### config.mk
export PLATFORM = sky130hd
export DESIGN_NAME = pedal_autorange_torque_map_core_flat
export DESIGN_NICKNAME = d
export VERILOG_FILES = /design/src/patm_pkg.sv /design/src/patm_in_if.sv /design/src/patm_out_if.sv /design/src/patm_regs.sv /design/src/patm_div.sv /design/src/pedal_autorange_torque_map_core.sv /design/src/flat_wrapper.sv
export SDC_FILE = /design/constraint.sdc
export NUM_CORES = 2
export LEC_CHECK = 0
export BUFFER_PORTS_ARGS = -buffer_cell sky130_fd_sc_hd__buf_2
export CORE_MARGIN = 3
export CORE_UTILIZATION = 58
export DETAILED_ROUTE_END_ITERATION = 8
export PLACE_DENSITY = 0.79
export SLEW_MARGIN = 20
export SYNTH_ARGS = -nofsm -noshare
export SYNTH_HDL_FRONTEND = slang
export SYNTH_SLANG_ARGS = --single-unit
### constraint.sdc
create_clock -name clk -period 7 [get_ports clk]
set_input_delay 0.7 -clock clk [delete_from_list [all_inputs] [get_ports clk]]
set_output_delay 0.7 -clock clk [all_outputs]
set_load 0.005 [all_outputs]
### src/patm_pkg.sv
// shared types and constants for the pedal auto-range torque map
package patm_pkg;

  // channel order: throttle_a, throttle_b, brake_a, brake_b
  localparam int NUM_CH   = 4;
  localparam int CH_W     = 2;
  localparam int LEVEL_W  = 16;
  localparam int Q16_W    = 17;

  // apb register port
  localparam int APB_DATA_W = 32;
  localparam int APB_ADDR_W = 4;

  // register reset values
  localparam logic [LEVEL_W-1:0] MIN_SPAN_RST    = 16'd500;
  localparam logic [LEVEL_W-1:0] LOWER_BOUND_RST = 16'd6554;
  localparam logic [LEVEL_W-1:0] TORQUE_FULL_RST = 16'd240;

  // register indexes (byte address 4*i)
  typedef enum logic [1:0] {
    REG_MIN_SPAN    = 2'd0,
    REG_LOWER_BOUND = 2'd1,
    REG_TORQUE_FULL = 2'd2
  } reg_idx_t;

  // configuration bundle from the register file to the datapath
  typedef struct packed {
    logic [LEVEL_W-1:0] min_span;
    logic [LEVEL_W-1:0] lower_bound;
    logic [LEVEL_W-1:0] torque_full;
  } cfg_t;

  // sequencer states
  typedef enum logic [7:0] {
    S_IDLE   = 8'b0000_0001,
    S_UPDATE = 8'b0000_0010,
    S_LOAD   = 8'b0000_0100,
    S_DIV    = 8'b0000_1000,
    S_AVG    = 8'b0001_0000,
    S_MUL    = 8'b0010_0000,
    S_TORQ   = 8'b0100_0000,
    S_OUT    = 8'b1000_0000
  } state_t;

endpackage

### src/patm_in_if.sv
// pedal sample channel
interface patm_in_if;
  logic                         valid;
  logic                         ready;
  logic [patm_pkg::LEVEL_W-1:0] throttle_a;
  logic [patm_pkg::LEVEL_W-1:0] throttle_b;
  logic [patm_pkg::LEVEL_W-1:0] brake_a;
  logic [patm_pkg::LEVEL_W-1:0] brake_b;
  logic                         calibrating;

  modport source (
    output valid, throttle_a, throttle_b, brake_a, brake_b, calibrating,
    input  ready
  );
  modport sink (
    input  valid, throttle_a, throttle_b, brake_a, brake_b, calibrating,
    output ready
  );
endinterface

### src/patm_out_if.sv
// torque and level result channel
interface patm_out_if;
  logic                         valid;
  logic                         ready;
  logic [patm_pkg::LEVEL_W-1:0] torque_command;
  logic [patm_pkg::LEVEL_W-1:0] brake_level;
  logic [patm_pkg::LEVEL_W-1:0] throttle_level;
  logic                         led_toggle;

  modport source (
    output valid, torque_command, brake_level, throttle_level, led_toggle,
    input  ready
  );
  modport sink (
    input  valid, torque_command, brake_level, throttle_level, led_toggle,
    output ready
  );
endinterface

### src/patm_regs.sv
// apb configuration register file
module patm_regs (
  input  logic                            clk,
  input  logic                            rst,
  input  logic                            psel,
  input  logic                            penable,
  input  logic                            pwrite,
  input  logic [patm_pkg::APB_ADDR_W-1:0] paddr,
  input  logic [patm_pkg::APB_DATA_W-1:0] pwdata,
  output logic [patm_pkg::APB_DATA_W-1:0] prdata,
  output logic                            pready,
  output patm_pkg::cfg_t                  cfg
);

  patm_pkg::reg_idx_t idx;
  logic               wr_en;

  assign idx    = patm_pkg::reg_idx_t'(paddr[3:2]);
  assign wr_en  = psel && penable && pwrite;
  assign pready = 1'b1;

  // register writes
  always_ff @(posedge clk) begin
    if (rst) begin
      cfg.min_span    <= patm_pkg::MIN_SPAN_RST;
      cfg.lower_bound <= patm_pkg::LOWER_BOUND_RST;
      cfg.torque_full <= patm_pkg::TORQUE_FULL_RST;
    end else if (wr_en) begin
      unique case (idx)
        patm_pkg::REG_MIN_SPAN:    cfg.min_span    <= pwdata[patm_pkg::LEVEL_W-1:0];
        patm_pkg::REG_LOWER_BOUND: cfg.lower_bound <= pwdata[patm_pkg::LEVEL_W-1:0];
        patm_pkg::REG_TORQUE_FULL: cfg.torque_full <= pwdata[patm_pkg::LEVEL_W-1:0];
        default: ;
      endcase
    end
  end

  // read mux
  always_comb begin
    unique case (idx)
      patm_pkg::REG_MIN_SPAN:    prdata = patm_pkg::APB_DATA_W'(cfg.min_span);
      patm_pkg::REG_LOWER_BOUND: prdata = patm_pkg::APB_DATA_W'(cfg.lower_bound);
      patm_pkg::REG_TORQUE_FULL: prdata = patm_pkg::APB_DATA_W'(cfg.torque_full);
      default:                   prdata = '0;
    endcase
  end

endmodule

### src/patm_div.sv
// shared restoring divider: clamp(floor(diff * ONE / span), ONE), one bit a cycle
module patm_div #(
  parameter int RAW_BITS  = 16,
  parameter int FRAC_BITS = 16
) (
  input  logic                clk,
  input  logic                rst,
  input  logic                start,
  input  logic [RAW_BITS-1:0] diff,
  input  logic [RAW_BITS-1:0] span,
  output logic                done,
  output logic [FRAC_BITS:0]  quot
);

  localparam int CNT_W = $clog2(FRAC_BITS + 1);

  logic                busy;
  logic [CNT_W-1:0]    cnt;
  logic [RAW_BITS-1:0] rem;
  logic [RAW_BITS-1:0] dsr;
  logic [RAW_BITS:0]   rem2;
  logic                qbit;

  // trial subtract of the doubled remainder
  assign rem2 = {rem, 1'b0};
  assign qbit = (rem2 >= {1'b0, dsr});

  // control
  always_ff @(posedge clk) begin
    if (rst) begin
      busy <= 1'b0;
      done <= 1'b0;
      cnt  <= '0;
    end else begin
      done <= 1'b0;
      if (start) begin
        if ((span == '0) || (diff >= span)) begin
          done <= 1'b1;
        end else begin
          busy <= 1'b1;
          cnt  <= CNT_W'(FRAC_BITS);
        end
      end else if (busy) begin
        cnt <= cnt - 1'b1;
        if (cnt == CNT_W'(1)) begin
          busy <= 1'b0;
          done <= 1'b1;
        end
      end
    end
  end

  // quotient and remainder; zero span gives 0, diff at or over span saturates
  always_ff @(posedge clk) begin
    if (start) begin
      dsr <= span;
      rem <= diff;
      if (span == '0) begin
        quot <= '0;
      end else if (diff >= span) begin
        quot <= {1'b1, {FRAC_BITS{1'b0}}};
      end else begin
        quot <= '0;
      end
    end else if (busy) begin
      rem  <= qbit ? RAW_BITS'(rem2 - {1'b0, dsr}) : rem2[RAW_BITS-1:0];
      quot <= {1'b0, quot[FRAC_BITS-2:0], qbit};
    end
  end

endmodule

### src/pedal_autorange_torque_map_core.sv
// pedal auto-range and torque map: top level with sequencer and datapath
// sequence: per sample, update ranges, then for each channel load and run the shared divider,
//   one bit a cycle, which ends early for a zero span or offset >= span; then average, multiply, torque, output
// throughput: one sample at a time, the next taken the cycle after the result is taken
// reset: synchronous, clears sequencer, ranges (min all ones, max zero), last torque, registers
module pedal_autorange_torque_map_core #(
  parameter int RAW_BITS  = 16,
  parameter int FRAC_BITS = 16
) (
  input  logic                            clk,
  input  logic                            rst,
  patm_in_if.sink                         in_ch,
  patm_out_if.source                      out_ch,
  input  logic                            psel,
  input  logic                            penable,
  input  logic                            pwrite,
  input  logic [patm_pkg::APB_ADDR_W-1:0] paddr,
  input  logic [patm_pkg::APB_DATA_W-1:0] pwdata,
  output logic [patm_pkg::APB_DATA_W-1:0] prdata,
  output logic                            pready
);

  localparam int NW    = FRAC_BITS + 1;
  localparam int LW    = patm_pkg::LEVEL_W;
  localparam int QW    = patm_pkg::Q16_W;
  localparam int NCH   = patm_pkg::NUM_CH;
  localparam int CW    = patm_pkg::CH_W;
  localparam int SH_UP = (FRAC_BITS < 16) ? 16 - FRAC_BITS : 0;
  localparam int SH_DN = (FRAC_BITS > 16) ? FRAC_BITS - 16 : 0;
  localparam int TW    = NW + SH_UP;
  localparam int PW    = NW + LW;
  localparam int P5W   = PW + 3;
  localparam longint unsigned ONE = 64'd1 << FRAC_BITS;
  localparam logic [NW-1:0] ONE_TENTH   = NW'((ONE + 64'd5) / 64'd10);
  localparam logic [NW-1:0] NINE_TENTHS = NW'((64'd9 * ONE + 64'd5) / 64'd10);

  patm_pkg::cfg_t   cfg;
  patm_pkg::state_t state;

  logic [RAW_BITS-1:0] raw    [NCH];
  logic [RAW_BITS-1:0] ch_min [NCH];
  logic [RAW_BITS-1:0] ch_max [NCH];
  logic [RAW_BITS-1:0] span_w [NCH];
  logic [NW-1:0]       norm   [NCH];
  logic                cal;
  logic [CW-1:0]       ch;
  logic [1:0]          pair_bad;

  logic [RAW_BITS-1:0] div_diff;
  logic                div_start;
  logic                div_done;
  logic [NW-1:0]       div_quot;

  logic [NW-1:0]       thr;
  logic [NW-1:0]       brk;
  logic [TW-1:0]       thr_wide;
  logic [TW-1:0]       brk_wide;
  logic [QW-1:0]       thr16;
  logic [QW-1:0]       brk16;
  logic [PW-1:0]       prod;
  logic [P5W-1:0]      prod5;
  logic [P5W-1:0]      torq_raw;
  logic [LW-1:0]       torq_sat;
  logic                db_pass;
  logic                thr_full;
  logic                thr_low;
  logic                led;
  logic [LW-1:0]       last_torque;
  logic [LW-1:0]       torque_next;

  logic                out_valid;
  logic [LW-1:0]       torque_command;
  logic [LW-1:0]       brake_level;
  logic [LW-1:0]       throttle_level;
  logic                led_toggle;

  // configuration registers
  patm_regs u_regs (
    .clk     (clk),
    .rst     (rst),
    .psel    (psel),
    .penable (penable),
    .pwrite  (pwrite),
    .paddr   (paddr),
    .pwdata  (pwdata),
    .prdata  (prdata),
    .pready  (pready),
    .cfg     (cfg)
  );

  // span of each channel, zero when max is not above min
  always_comb begin
    for (int i = 0; i < NCH; i++) begin
      span_w[i] = (ch_max[i] > ch_min[i]) ? RAW_BITS'(ch_max[i] - ch_min[i]) : '0;
    end
    pair_bad[0] = (LW'(span_w[0]) < cfg.min_span) || (LW'(span_w[1]) < cfg.min_span);
    pair_bad[1] = (LW'(span_w[2]) < cfg.min_span) || (LW'(span_w[3]) < cfg.min_span);
  end

  // divider operands for the current channel
  assign div_diff  = (raw[ch] >= ch_min[ch]) ? RAW_BITS'(raw[ch] - ch_min[ch])
                                             : RAW_BITS'(ch_min[ch] - raw[ch]);
  assign div_start = (state == patm_pkg::S_LOAD);

  patm_div #(
    .RAW_BITS  (RAW_BITS),
    .FRAC_BITS (FRAC_BITS)
  ) u_div (
    .clk   (clk),
    .rst   (rst),
    .start (div_start),
    .diff  (div_diff),
    .span  (span_w[ch]),
    .done  (div_done),
    .quot  (div_quot)
  );

  // conversion of the pair averages to q0.16
  assign thr_wide = TW'(thr) << SH_UP;
  assign brk_wide = TW'(brk) << SH_UP;
  assign thr16    = QW'(thr_wide >> SH_DN);
  assign brk16    = QW'(brk_wide >> SH_DN);

  // torque scaling: prod * 5 / (4 * ONE)
  assign prod5    = (P5W'(prod) << 2) + P5W'(prod);
  assign torq_raw = prod5 >> (FRAC_BITS + 2);
  assign torq_sat = (torq_raw > P5W'({LW{1'b1}})) ? {LW{1'b1}} : LW'(torq_raw);

  always_comb begin
    if (!db_pass) begin
      torque_next = '0;
    end else if (thr_full) begin
      torque_next = cfg.torque_full;
    end else if (thr_low) begin
      torque_next = '0;
    end else begin
      torque_next = torq_sat;
    end
  end

  // sequencer and control state
  always_ff @(posedge clk) begin
    if (rst) begin
      state       <= patm_pkg::S_IDLE;
      ch          <= '0;
      out_valid   <= 1'b0;
      last_torque <= '0;
      for (int i = 0; i < NCH; i++) begin
        ch_min[i] <= {RAW_BITS{1'b1}};
        ch_max[i] <= '0;
      end
    end else begin
      unique case (state)
        patm_pkg::S_IDLE: begin
          if (in_ch.valid) begin
            state <= patm_pkg::S_UPDATE;
          end
        end
        patm_pkg::S_UPDATE: begin
          // track ranges while calibrating, else collapse a weak pair
          if (cal) begin
            for (int i = 0; i < NCH; i++) begin
              if (raw[i] < ch_min[i]) ch_min[i] <= raw[i];
              if (raw[i] > ch_max[i]) ch_max[i] <= raw[i];
            end
          end else begin
            for (int p = 0; p < 2; p++) begin
              if (pair_bad[p]) begin
                ch_min[2*p]   <= RAW_BITS'(1);
                ch_max[2*p]   <= RAW_BITS'(1);
                ch_min[2*p+1] <= RAW_BITS'(1);
                ch_max[2*p+1] <= RAW_BITS'(1);
              end
            end
          end
          ch    <= '0;
          state <= patm_pkg::S_LOAD;
        end
        patm_pkg::S_LOAD: begin
          state <= patm_pkg::S_DIV;
        end
        patm_pkg::S_DIV: begin
          if (div_done) begin
            if (ch == CW'(NCH - 1)) begin
              state <= patm_pkg::S_AVG;
            end else begin
              ch    <= ch + 1'b1;
              state <= patm_pkg::S_LOAD;
            end
          end
        end
        patm_pkg::S_AVG: begin
          state <= patm_pkg::S_MUL;
        end
        patm_pkg::S_MUL: begin
          state <= patm_pkg::S_TORQ;
        end
        patm_pkg::S_TORQ: begin
          last_torque <= torque_next;
          out_valid   <= 1'b1;
          state       <= patm_pkg::S_OUT;
        end
        patm_pkg::S_OUT: begin
          if (out_ch.ready) begin
            out_valid <= 1'b0;
            state     <= patm_pkg::S_IDLE;
          end
        end
        default: state <= patm_pkg::S_IDLE;
      endcase
    end
  end

  // datapath registers
  always_ff @(posedge clk) begin
    if ((state == patm_pkg::S_IDLE) && in_ch.valid) begin
      raw[0] <= in_ch.throttle_a[RAW_BITS-1:0];
      raw[1] <= in_ch.throttle_b[RAW_BITS-1:0];
      raw[2] <= in_ch.brake_a[RAW_BITS-1:0];
      raw[3] <= in_ch.brake_b[RAW_BITS-1:0];
      cal    <= in_ch.calibrating;
    end
    if ((state == patm_pkg::S_DIV) && div_done) begin
      norm[ch] <= div_quot;
    end
    // pair averages
    if (state == patm_pkg::S_AVG) begin
      thr <= NW'(({1'b0, norm[0]} + {1'b0, norm[1]}) >> 1);
      brk <= NW'(({1'b0, norm[2]} + {1'b0, norm[3]}) >> 1);
    end
    // threshold flags and the torque product
    if (state == patm_pkg::S_MUL) begin
      db_pass  <= (thr16 > QW'(cfg.lower_bound));
      thr_full <= (thr >= NINE_TENTHS);
      thr_low  <= (thr <= ONE_TENTH);
      led      <= (last_torque == '0) && (thr >= NINE_TENTHS);
      prod     <= PW'(thr - ONE_TENTH) * PW'(cfg.torque_full);
    end
    // result word
    if (state == patm_pkg::S_TORQ) begin
      torque_command <= torque_next;
      brake_level    <= (brk16 > QW'({LW{1'b1}})) ? {LW{1'b1}} : LW'(brk16);
      throttle_level <= (thr16 > QW'({LW{1'b1}})) ? {LW{1'b1}} : LW'(thr16);
      led_toggle     <= led;
    end
  end

  // channel outputs
  assign in_ch.ready           = (state == patm_pkg::S_IDLE);
  assign out_ch.valid          = out_valid;
  assign out_ch.torque_command = torque_command;
  assign out_ch.brake_level    = brake_level;
  assign out_ch.throttle_level = throttle_level;
  assign out_ch.led_toggle     = led_toggle;

endmodule

### src/flat_wrapper.sv
// flat-port wrapper written by rule: the top's interface ports become plain ports
module pedal_autorange_torque_map_core_flat 
#(
  parameter int RAW_BITS  = 16,
  parameter int FRAC_BITS = 16
)
  (clk, rst, psel, penable, pwrite, paddr, pwdata, prdata, pready, in_ch_valid, in_ch_throttle_a, in_ch_throttle_b, in_ch_brake_a, in_ch_brake_b, in_ch_calibrating, in_ch_ready, out_ch_valid, out_ch_torque_command, out_ch_brake_level, out_ch_throttle_level, out_ch_led_toggle, out_ch_ready);
  patm_in_if in_ch_i ();
  patm_out_if out_ch_i ();
  input  logic clk;
  input  logic rst;
  input  logic psel;
  input  logic penable;
  input  logic pwrite;
  input  logic [patm_pkg::APB_ADDR_W-1:0] paddr;
  input  logic [patm_pkg::APB_DATA_W-1:0] pwdata;
  output logic [patm_pkg::APB_DATA_W-1:0] prdata;
  output logic pready;
  input wire logic [$bits(in_ch_i.valid)-1:0] in_ch_valid;
  input wire logic [$bits(in_ch_i.throttle_a)-1:0] in_ch_throttle_a;
  input wire logic [$bits(in_ch_i.throttle_b)-1:0] in_ch_throttle_b;
  input wire logic [$bits(in_ch_i.brake_a)-1:0] in_ch_brake_a;
  input wire logic [$bits(in_ch_i.brake_b)-1:0] in_ch_brake_b;
  input wire logic [$bits(in_ch_i.calibrating)-1:0] in_ch_calibrating;
  output wire logic [$bits(in_ch_i.ready)-1:0] in_ch_ready;
  output wire logic [$bits(out_ch_i.valid)-1:0] out_ch_valid;
  output wire logic [$bits(out_ch_i.torque_command)-1:0] out_ch_torque_command;
  output wire logic [$bits(out_ch_i.brake_level)-1:0] out_ch_brake_level;
  output wire logic [$bits(out_ch_i.throttle_level)-1:0] out_ch_throttle_level;
  output wire logic [$bits(out_ch_i.led_toggle)-1:0] out_ch_led_toggle;
  input wire logic [$bits(out_ch_i.ready)-1:0] out_ch_ready;
  assign in_ch_i.valid = in_ch_valid;
  assign in_ch_i.throttle_a = in_ch_throttle_a;
  assign in_ch_i.throttle_b = in_ch_throttle_b;
  assign in_ch_i.brake_a = in_ch_brake_a;
  assign in_ch_i.brake_b = in_ch_brake_b;
  assign in_ch_i.calibrating = in_ch_calibrating;
  assign in_ch_ready = in_ch_i.ready;
  assign out_ch_valid = out_ch_i.valid;
  assign out_ch_torque_command = out_ch_i.torque_command;
  assign out_ch_brake_level = out_ch_i.brake_level;
  assign out_ch_throttle_level = out_ch_i.throttle_level;
  assign out_ch_led_toggle = out_ch_i.led_toggle;
  assign out_ch_i.ready = out_ch_ready;
  pedal_autorange_torque_map_core #(.RAW_BITS(RAW_BITS), .FRAC_BITS(FRAC_BITS)) u_core (.clk(clk), .rst(rst), .in_ch(in_ch_i), .out_ch(out_ch_i), .psel(psel), .penable(penable), .pwrite(pwrite), .paddr(paddr), .pwdata(pwdata), .prdata(prdata), .pready(pready));
endmodule
==> run_results.csv <==
group,metric,value,unit
timing,slew_viol_final,0,
drt,ant_nets,0,
placement,finalWeightedCongestion,0.989,
clocking,cts_tree,"done",
drt,drtPass1Iterations,8,
drt,num_vias,34700,
outcome,violations,"negative setup slack",
setup_path,required,7390,ps
timing,fmax,138,MHz
die,start_util,0.588,
synth,yosysWarnings,0,
synth,netlist_instances,4482,
power_and_ir_drop,powerDensity,160,mW/mm²
cells_and_area,final_cell_area,0.0497,mm²
die,core_area,0.0747,mm²
die,dieArea,0.0791,mm²
synth,synth_cell_types,94,
outcome,status,"finished, violations left",
setup_path,crit_path_top_delay_cell,"fa_2",
clocking,cts_made_buffers,57,
cells_and_area,final_cell_mix,"inv_1, ha_1, nand2_1, edfxtp_1, fa_1",
synth,ys_seq_elements,514,
flow_run,maxCapViolations,0,
timing,hold_viol_final,0,
timing,setup_viol,7,
power_and_ir_drop,vdd_drop_max,0.250,mV
setup_path,worstSetupEndpointType,"flop",
setup_path,cpPeakStageDelay,580,ps
drt,drtIter0Drc,2958,
clocking,ctsHoldBuffers,0,
placement,portBuffers,156,
die,row_count,100,
setup_path,critPathKind,"reg -> reg",
drt,drt-vias-per-instance,6.01,
placement,place_hpwl,98.7,mm
global_route,grt_use_total,0.316,
placement,dpl_worst_slack,-445,ps
drt,drc,0,
drt,wl_per_cell,21.8,µm
setup_path,crit_arrival,7650,ps
clocking,clock_path_buffers,3,
timing,finClkSkew,38.7,ps
global_route,first_global_vias,34100,
timing,relSlewSlack,0.281,
cells_and_area,layout_commonest_cell,"inv_1",
die,chipHeight,281,µm
synth,synth_enable_flop_cells,366,
die,io_pins,192,
timing,rsz0062_at_grt,"true",
setup_path,crit_fanout,7,
synth,synth_area_per_cell,9.80,µm²
global_route,grt_overflow,0,
timing,min_period,7260,ps
clocking,clk_latency,650,ps
clocking,cts_sinks,514,
setup_path,path_common_cell,"fa_1",
global_route,antenna_found_initial,2,
clocking,htreeDepth,2,
global_route,grt_pass1_wl,193,mm
setup_path,startpoint_type,"flop",
synth,synthFlopType,"edfxtp_1",
worst_hold_path,hp-class,"in -> reg",
timing,tightest_slew,1060,ps
cells_and_area,area_growth,13.1,%
synth,seq_area_frac_synth,0.318,
global_route,grt_max_degree,74,
placement,place_area,0.0469,mm²
cells_and_area,fin_nets,5619,
power_and_ir_drop,p_leak,23.1,nW
die,die_width,281,µm
timing,finalWorstSetupSlack,-259,ps
synth,syn_area,0.0439,mm²
drt,routed_wl,126,mm
synth,synthArstFlopShare,0,
timing,fin_crit_sh,1.04,
cells_and_area,final_layout_size_suffix_gt1_frac,0.144,
timing,fin_tns_setup,-964,ps
clocking,clk_pin_slew,60,ps
clocking,clock_tree.root_cell,"clkbuf_16",
logic make-up after synthesis:
kind of cell | after synthesis | share of synthesized area
buffers and inverters | 799 | 0.0706
adders and majority gates | 757 | 0.266
AOI/OAI and AO/OA | 906 | 0.137
and+or+nand+nor | 1226 | 0.140
other | 2 | 0.000171
DFF | 514 | 0.318
xor gates and xnor gates | 152 | 0.0303
muxes | 126 | 0.0385
worst paths after layout:
kind / from / endpoint / slack, ps / depth (start not counted)
worst max-delay path: u_core.thr[3]$_DFFE_PP_ / u_core.prod[32]$_DFFE_PN_ / -260 / 31
worst max register to register: u_core.thr[3]$_DFFE_PP_ / u_core.prod[32]$_DFFE_PN_ / -260 / 31
worst min-delay path: in_ch_throttle_b[5] / u_core.raw[1][5]$_DFFE_PP_ / 230 / 1
worst min register to register: u_core.led$_DFFE_PN_ / u_core.out_ch.led_toggle$_DFFE_PP_ / 420 / 0
area by class of cell:
| class | count | area (µm²) |
|---|---|---|
| multi-input combinational | 3184 | 27600 |
| fill | 5674 | 25000 |
| sequential | 514 | 14000 |
| timing repair buffer | 378 | 2610 |
| inverter | 619 | 2320 |
| clock buffer | 63 | 1470 |
| tap | 969 | 1210 |
| clock inverter | 45 | 497 |
| antenna | 2 | 5.00 |
metal layers:
metal	track usage	wire length (µm)
met1	0.407	50100
met2	0.514	58000
met3	0.0474	9560
met4	0.171	7980
met5	0	0
cell usage after synthesis (all sizes together), types with 19 or more instances:
master,count,area share
a211oi,31,0.0053
a21o,135,0.023
a21oi,215,0.025
a31oi,27,0.0043
and2,207,0.029
and3,29,0.0042
buf,36,0.0053
clkbuf,144,0.012
dfxtp,148,0.067
edfxtp,366,0.25
fa,293,0.13
ha,464,0.13
inv,618,0.053
mux2i,88,0.020
mux4,34,0.017
nand2,385,0.033
nand2b,53,0.0075
nand3,47,0.0054
nand4,65,0.0093
nor2,207,0.018
nor2b,68,0.0097
nor3,54,0.0064
nor4,21,0.0031
o211ai,29,0.0052
o21a,54,0.0092
o21ai,204,0.023
o21bai,19,0.0032
o311ai,20,0.0040
or2,35,0.0050
xnor2,105,0.021
xor2,47,0.0094
state kept, by name, summed over array words and instances (netlist names), 2 cells and up, named ones only:
| register | flops |
|---|---|
| u_core.norm | 68 |
| u_core.ch_max | 64 |
| u_core.ch_min | 64 |
| u_core.raw | 64 |
| u_core.u_regs.cfg | 48 |
| u_core.prod | 33 |
| u_core.brk | 17 |
| u_core.thr | 17 |
| u_core.u_div.quot | 17 |
| u_core.last_torque | 16 |
| u_core.out_ch.brake_level | 16 |
| u_core.out_ch.throttle_level | 16 |
| u_core.out_ch.torque_command | 16 |
| u_core.u_div.dsr | 16 |
| u_core.u_div.rem | 16 |
| u_core.state | 8 |
| u_core.u_div.cnt | 5 |
| u_core.ch | 2 |
metrics by stage:
stage | hold slack, ps | power (mW) | utilization | std cells
6_report | 226 | 7.96 | 0.665 | 5774
5_1_grt | 210 | 8.27 | 0.665 | 5772
4_1_cts | 197 | 7.93 | 0.661 | 5759
3_5_place_dp | 405 | 4.75 | 0.628 | 5626
3_3_place_gp | 406 | 4.71 | 0.628 | 5626
2_1_floorplan | 400 | 4.32 | - | 4497
repair_timing:
item | 4_1_cts | 5_1_grt
pin swaps | 48 | 74
setup endpoints to repair | 14 | 14
gates cloned | 1 | 1
setup buffers | 25 | 17
gates resized for setup | 75 | 47
hold endpoints to repair | 0 | 0
critical path: cells and delay by family, from the launching register on:
family | cells | cell delay (ps)
buf+inv | 7 | 690
xor+xnor | 1 | 120
fa+ha+maj | 7 | 3540
flops | 1 | 410
compound gates | 8 | 840
simple gates | 8 | 1410
power by group:
group	internal, mW	switching (mW)	leakage [nW]
Sequential	3.33	0.111	4.50
Combinational	0.620	0.773	17.7
Clock	1.79	1.33	0.955
No activity file was read; power rests on OpenSTA's default activity.
